==> src/mstw_pkg.sv <==
// ----------------------------------------------------------------------------
// mstw_pkg
// Types and constants shared by the minimum spanning tree weight block.
// ----------------------------------------------------------------------------
package mstw_pkg;

	localparam int MAX_VERTICES = 16;
	localparam int MAX_EDGES    = 64;
	localparam int WEIGHT_BITS  = 16;

	localparam int VERTEX_W = 4;
	localparam int IN_W     = 16;
	localparam int TOTAL_W  = 20;
	localparam int VCOUNT_W = 5;
	localparam int VIDX_W   = $clog2(MAX_VERTICES);
	localparam int NV_W     = $clog2(MAX_VERTICES + 1);
	localparam int COUNT_W  = $clog2(MAX_EDGES + 1);

	localparam logic [VCOUNT_W-1:0] VCOUNT_RESET = VCOUNT_W'(16);
	localparam logic [TOTAL_W-1:0]  TOTAL_MAX    = {TOTAL_W{1'b1}};

	typedef struct packed {
		logic [VERTEX_W-1:0] edge_from;
		logic [VERTEX_W-1:0] edge_to;
		logic [IN_W-1:0]     edge_weight;
		logic                last_edge;
	} mstw_in_t;

	typedef struct packed {
		logic [TOTAL_W-1:0] tree_weight;
		logic               connected;
		logic               overflowed;
	} mstw_out_t;

	typedef struct packed {
		logic                   v;
		logic [VERTEX_W-1:0]    from;
		logic [VERTEX_W-1:0]    to;
		logic [WEIGHT_BITS-1:0] weight;
	} mstw_slot_t;

	typedef struct packed {
		logic clear;
		logic shift;
	} mstw_sort_ctrl_t;

	typedef struct packed {
		logic                clear;
		logic                step;
		logic [VERTEX_W-1:0] from;
		logic [VERTEX_W-1:0] to;
		logic [NV_W-1:0]     nv;
	} mstw_uf_ctrl_t;

endpackage

==> src/mstw_uf.sv <==
// ----------------------------------------------------------------------------
// mstw_uf
// Component labels per vertex; an accepted step merges the two components of an edge.
// ----------------------------------------------------------------------------
module mstw_uf (
	input  logic                    clk,
	input  logic                    arst_n,
	input  mstw_pkg::mstw_uf_ctrl_t ctrl,
	output logic                    accept
);
	import mstw_pkg::*;

	logic [VIDX_W-1:0] label_q [MAX_VERTICES];
	logic [VIDX_W-1:0] la, lb;
	logic              in_range;

	assign la       = label_q[ctrl.from[VIDX_W-1:0]];
	assign lb       = label_q[ctrl.to[VIDX_W-1:0]];
	assign in_range = (NV_W'(ctrl.from) < ctrl.nv) && (NV_W'(ctrl.to) < ctrl.nv);
	assign accept   = ctrl.step && in_range && (la != lb);

	always_ff @(posedge clk or negedge arst_n) begin
		if (!arst_n) begin
			for (int v = 0; v < MAX_VERTICES; v++) label_q[v] <= VIDX_W'(v);
		end else if (ctrl.clear) begin
			for (int v = 0; v < MAX_VERTICES; v++) label_q[v] <= VIDX_W'(v);
		end else if (accept) begin
			for (int v = 0; v < MAX_VERTICES; v++) begin
				if (label_q[v] == la) label_q[v] <= lb;
			end
		end
	end

endmodule

==> config.mk <==
export PLATFORM = sky130hd
export DESIGN_NAME = mstw_uf
export DESIGN_NICKNAME = d
export VERILOG_FILES = /design/src/mstw_pkg.sv /design/src/mstw_uf.sv
export SDC_FILE = /design/constraint.sdc
export NUM_CORES = 1
export LEC_CHECK = 0
export BUFFER_PORTS_ARGS = -buffer_cell sky130_fd_sc_hd__buf_2
export CORE_ASPECT_RATIO = 1.25
export CORE_MARGIN = 2
export CORE_UTILIZATION = 55
export DETAILED_ROUTE_END_ITERATION = 12
export GPL_TIMING_DRIVEN = 0
export PLACE_DENSITY = 0.77
export SETUP_SLACK_MARGIN = 0.1
export SYNTH_ARGS = -nofsm -noshare
export SYNTH_HDL_FRONTEND = slang
export SYNTH_SLANG_ARGS = --single-unit
==> constraint.sdc <==
create_clock -name clk -period 5.5 [get_ports clk]
set_clock_uncertainty 0.1 [all_clocks]
set_input_delay 0 -clock clk [delete_from_list [all_inputs] [get_ports clk]]
set_output_delay 0 -clock clk [all_outputs]
set_load 0.005 [all_outputs]
* Word level (Yosys, flattened, before mapping)
Index checks and enable logic that the tools add are counted. Widths: inputs -> output; s select.
Cells by class: equal/unequal tests 17, bitwise gates (word level) 2, reduce and logical (&&, ||, !) cells 36, $lt $le $gt $ge 4, multiplexer cells 24
Operator list (number):
- $mux 64 | 2
- $mux 4 | 20
- $eq 4x4->1 | 16
- $reduce_bool 2->1 | 17
- $bmux 4 s4 | 2
- $reduce_and 2->1 | 16
- $ge 5x5->1 const B | 2
- $lt 4x5->1 | 2
- $not 4->5 | 2
- $ne 4x4->1 | 1
- $logic_and 1x1->1 | 3
Word-level totals: register bits after elaboration 64, output and inout bits 1, input bits 17, word-level logic and storage cells 99

* Logic depth before layout (Yosys ltp)
depth after elaboration 8, gate-level depth with buffers 12

* Worst setup path after synthesis
OpenSTA, ideal clock, no wires.
kind flip-flop to flip-flop, from register label_q[12] in the netlist's numbering, to register label_q[28] in the netlist's numbering, arrival 2.616 ns, data required time 5.267 ns, slack 2.651 ns, cell stages (with the launch flop) 12, path buffers 3, setup time 0.133 ns, cell sequence dfrtp_1 > mux4_2 > nor2b_1 > a211oi_1 > a31oi_1 > buf_2 > xor2_1 > nor4_4 > buf_6 > or4_1 > buf_4 > mux2i_1
On the way: word-level cells in the longest chain between the ends 7, elaborated cells between the ends (all ways) 15, classes of those cells eq/ne: 2; mux: 9; reduce/logical: 4
RTL lines:
- start: declaration | line mstw_uf.sv:13 | logic [VIDX_W-1:0] label_q [MAX_VERTICES];
- $bmux 4 s4 (on tied branches) | line mstw_uf.sv:17, mstw_uf.sv:18
- $mux 4 (on tied branches) (2 in series) | line mstw_uf.sv:17, mstw_uf.sv:18
- $ne 4x4->1 | line mstw_uf.sv:20 | assign accept = ctrl.step && in_range && (la != lb);
- $logic_and 1x1->1 | line mstw_uf.sv:20
- $reduce_bool 2->1 (no source line)
- $reduce_and 2->1 (no source line)
Parallel ways exist; a longest one is shown, timed or not. The select of a mux whose other input is x is not followed. A chain may end at the register's enable or synchronous reset.

* Final worst setup path
from register label_q[28] in the netlist's numbering, to output port accept
On the way: word-level cells in the longest chain between the ends 5, elaborated cells between the ends (all ways) 8, classes of those cells eq/ne: 1; mux: 6; reduce/logical: 1
RTL lines:
- $bmux 4 s4 (on tied branches) | line mstw_uf.sv:17, mstw_uf.sv:18
- $mux 4 (on tied branches) (2 in series) | line mstw_uf.sv:17, mstw_uf.sv:18
- $ne 4x4->1 (*) | line mstw_uf.sv:20
- $logic_and 1x1->1 (*) | line mstw_uf.sv:20
- end: declaration | line mstw_uf.sv:9 | output logic accept
Every way passes the cells marked *; elsewhere a longest branch is shown, timed or not. The select of a mux whose other input is x is not followed.

==> summary by stage <==
Status
The flow ran to the end, and the final reports show no timing, DRC or antenna violations.

Critical path
For the worst setup path, the data required time is 5.40 ns. The startpoint kind of the worst setup timing path is a flip-flop. The kind of capture point of the worst setup path is a primary output.

The data arrival time of the worst path is 3.35 ns. The critical path is of the reg -> out type. Of all nets on the critical path, the largest fanout is 10.

STA
Of the available clock period, the critical path in the final layout requires 0.627. Measured against its own limit, the worst slew margin works out to 0.272. The number of pins exceeding their max-slew limit in the final report is 0. The total setup violations reported at the end of the flow is 0.

The sum of negative setup slack is 0 ns. The final critical delay including setup and external delays is 3.45 ns. Setup repair after global routing left no endpoint under its margin. The measured slew at the worst slew-check pin is 1.09 ns. The fmax is 0.290 GHz.

The number of hold-slack violations in the final timing report came to 0.

Yosys
The xor and xnor fraction of the mapped netlist area is 0.124. The number of nets in the synthesized netlist is 461. The synthesized netlist occupies a cell area of 4880 um2.

After synthesis, the mean cell area works out to 11.1 um2. Counting flops and latches in the post-synthesis netlist gives 64. The post-synthesis compound-gate area fraction came to 0.0341.

Of the total synthesized cell area, the portion taken by full adders, half adders and majority gates is 0.0154. In the synthesized netlist the async set-or-reset flop fraction comes to 1.00. The sequential-to-total area share from yosys stat is 0.336. The most used flip-flop cell after synthesis is dfstp_2. The number of flops mapped to enable cells by yosys is 0. The number of warning messages in the yosys log is 0. Synthesis produced 438 cells. The area share of and/or/nand/nor cells after synthesis is 0.151. Measured against the total synthesized area, the mux share comes to 0.284.

The post-synthesis cell type count is 38. After synthesis, the largest family of logic cells by area is multiplexers.

Route
The detailed router finished its first iteration with 457 violations. For this block, the routed nets add up to 13.9 mm of wire. The final routed wire length divided by cell count is 23.6 um. The detail route stage leaves a number of antenna-violating nets equal to 0. The number of detailed-route iterations in the first pass is 5. The DRC violation count after routing is 0. In the routed layout, each cell is associated on average with a via count of 6.36. The detailed-route via count is 3748.

Power
The areal power density over the cells is 220 nW/um2. The leakage power is 2.40 nW. Across the VDD grid, the largest voltage drop is 118 uV.

Hold path
The path class of the tightest hold or removal check is in -> async.

Layout
The register area is 1640 um2. In the final layout, the registers with the most flip-flops are label_q x64. In the layout the commonest cells are mux2i_1 (70), nor2_1 (40), nand2b_1 (39), xnor2_1 (35).

The register containing the most flip-flops in the final layout is label_q. The multi-input combinational cell area is 2970 um2. For this run, the share of the core covered by cells in the final layout is 0.614. The register with the most flip-flops in the layout has 64 of them. The most frequent standard cell in the layout excluding fill and tap cells is mux2i_1. In the final layout, the share of cells above drive strength 1 is 0.277. The repair_antennas step left the layout with diodes totalling 0. Counting the fill cells in the layout gives 714. After routing the design area is 5310 um2.

Relative to the synthesized area, the layout overhead comes to 8.84%. In the final design database the tool counted 487 nets.

Global routing
The via count of the first global-routing pass is 3926. The total overflow left after global routing is 0. For this run, the total global-route usage over all layers was measured as 0.311.

The pin count of the biggest net entering global routing is 65. The number of antenna violations at the first check in global routing is 0. The first global-routing pass estimated 21.8 mm of wire.

Clock network
The number of clock sinks seen by CTS is 64. The clock latency of the later-clocked register in the worst-skew pair is 0.36 ns. The number of buffers created by CTS is 9.

The CTS tree is yes. The post-CTS clock slew at the launch and capture registers of the worst setup and hold paths is 0.07 ns. The clock root buffer master is clkbuf_8. The buffer levels on the longest clock path is 2.

Buffers added to address setup during post-CTS repair amount to 0. CTS built an H-tree with a depth of 3.

Floorplan
The I/O pin count is 18. The die is 109 um tall. The core area is 8650 um2.

Measured along the x axis, the die boundary spans 88.3 um. The floorplan die area is 9650 um2. For this configuration, the core starts out at a cell density of 0.564.

The floorplan has 38 rows.

Placed design
The count of port buffers added during placement is 14. The final HPWL from detailed placement is 9.72 mm. In this run the cell area measured after placement is 5100 um2. The weighted congestion at the end of routability-driven global placement is 0.973.

Job
The tool flagged a number of max-cap violations equal to 0.
[metrics by stage]
stage / hold slack, ns / power (mW) / setup WS [ns] / std cells
floorplan: -0.396 / 0.675 / 2.65 / 438
global placement: 0.280 / 0.742 / 2.29 / 572
detailed placement: 0.312 / 0.751 / 2.19 / 572
CTS: 0.308 / 1.16 / 2.18 / 589
global route: 0.290 / 1.21 / 1.93 / 589
finish: 0.187 / 1.17 / 2.05 / 589
[Yosys cell counts, types with 4 or more instances]
library cell  count  share of area
mux2i_1          70           0.14
nor2_1           40          0.031
nand2b_1         39          0.050
xnor2_1          35          0.063
dfrtp_1          32           0.16
dfstp_2          32           0.17
xor2_1           32          0.057
mux4_2           30           0.14
nand3_1          22          0.023
or4_1            14          0.022
buf_4            10          0.015
clkbuf_1          9         0.0069
buf_2             8         0.0082
nand2_1           7         0.0054
clkbuf_2          6         0.0062
ha_1              6          0.015
a22oi_1           5         0.0077
buf_1             5         0.0038
buf_6             5          0.012
inv_1             4         0.0031
nor2b_1           4         0.0051
[layer usage]
layer	part of all wire	vias to the layer above	GRT usage
li1	-	1595	-
met1	0.36	1814	0.384
met2	0.47	258	0.492
met3	0.098	81	0.0758
met4	0.067	0	0.182
met5	0	-	0
[worst paths after layout]
path,startpoint,endpoint,slack [ns],cells after the start
max in group asynchronous,arst_n,label_q[62],4.57,2
min in group clk,ctrl[14],label_q[33],0.33,4
min reg2reg,label_q[38],label_q[38],0.44,2
min,arst_n,label_q[51],0.19,2
max reg2reg,label_q[28],label_q[48],2.05,11
max,label_q[28],accept,2.05,10
[report_power, final]
group	switching, mW	leakage, nW	internal (mW)
sequential	0.0120	0.783	0.483
combinational	0.155	1.52	0.101
clock	0.183	0.103	0.233
total	0.350	2.40	0.817
[logic make-up after synthesis]
family                   count (synthesis)
buffers and inverters                   47
flip-flops                              64
multiplexers                           101
XOR/XNOR                                68
AND/OR/NAND/NOR                        134
adder cells (fa/ha/maj)                  6
AO/OA/AOI/OAI                           18
[critical path, cell delays in order (launching register included)]
cell and delay (ns):
dfrtp_1 0.45, mux4_2 0.49, nor2b_1 0.14, a211oi_1 0.32, a31oi_1 0.07, buf_2 0.23
xor2_1 0.20, nor4_4 0.63, buf_6 0.24, nor2_1 0.06, buf_2 0.15
[what timing repair did]
action	in CTS	in global routing
resized for setup	0	0
hold buffers	1	0
hold endpoints to repair	32	0
[area by class of cell]
cell class                 count  area share
buffer                        43      0.0478
tap                          120      0.0283
multi-input combinational    327       0.559
timing repair buffer          15      0.0155
clock inverter                 3     0.00754
inverter                       4     0.00283
clock buffer                  13      0.0299
sequential                    64       0.309
Note: power is estimated with default switching activity, not from simulation.
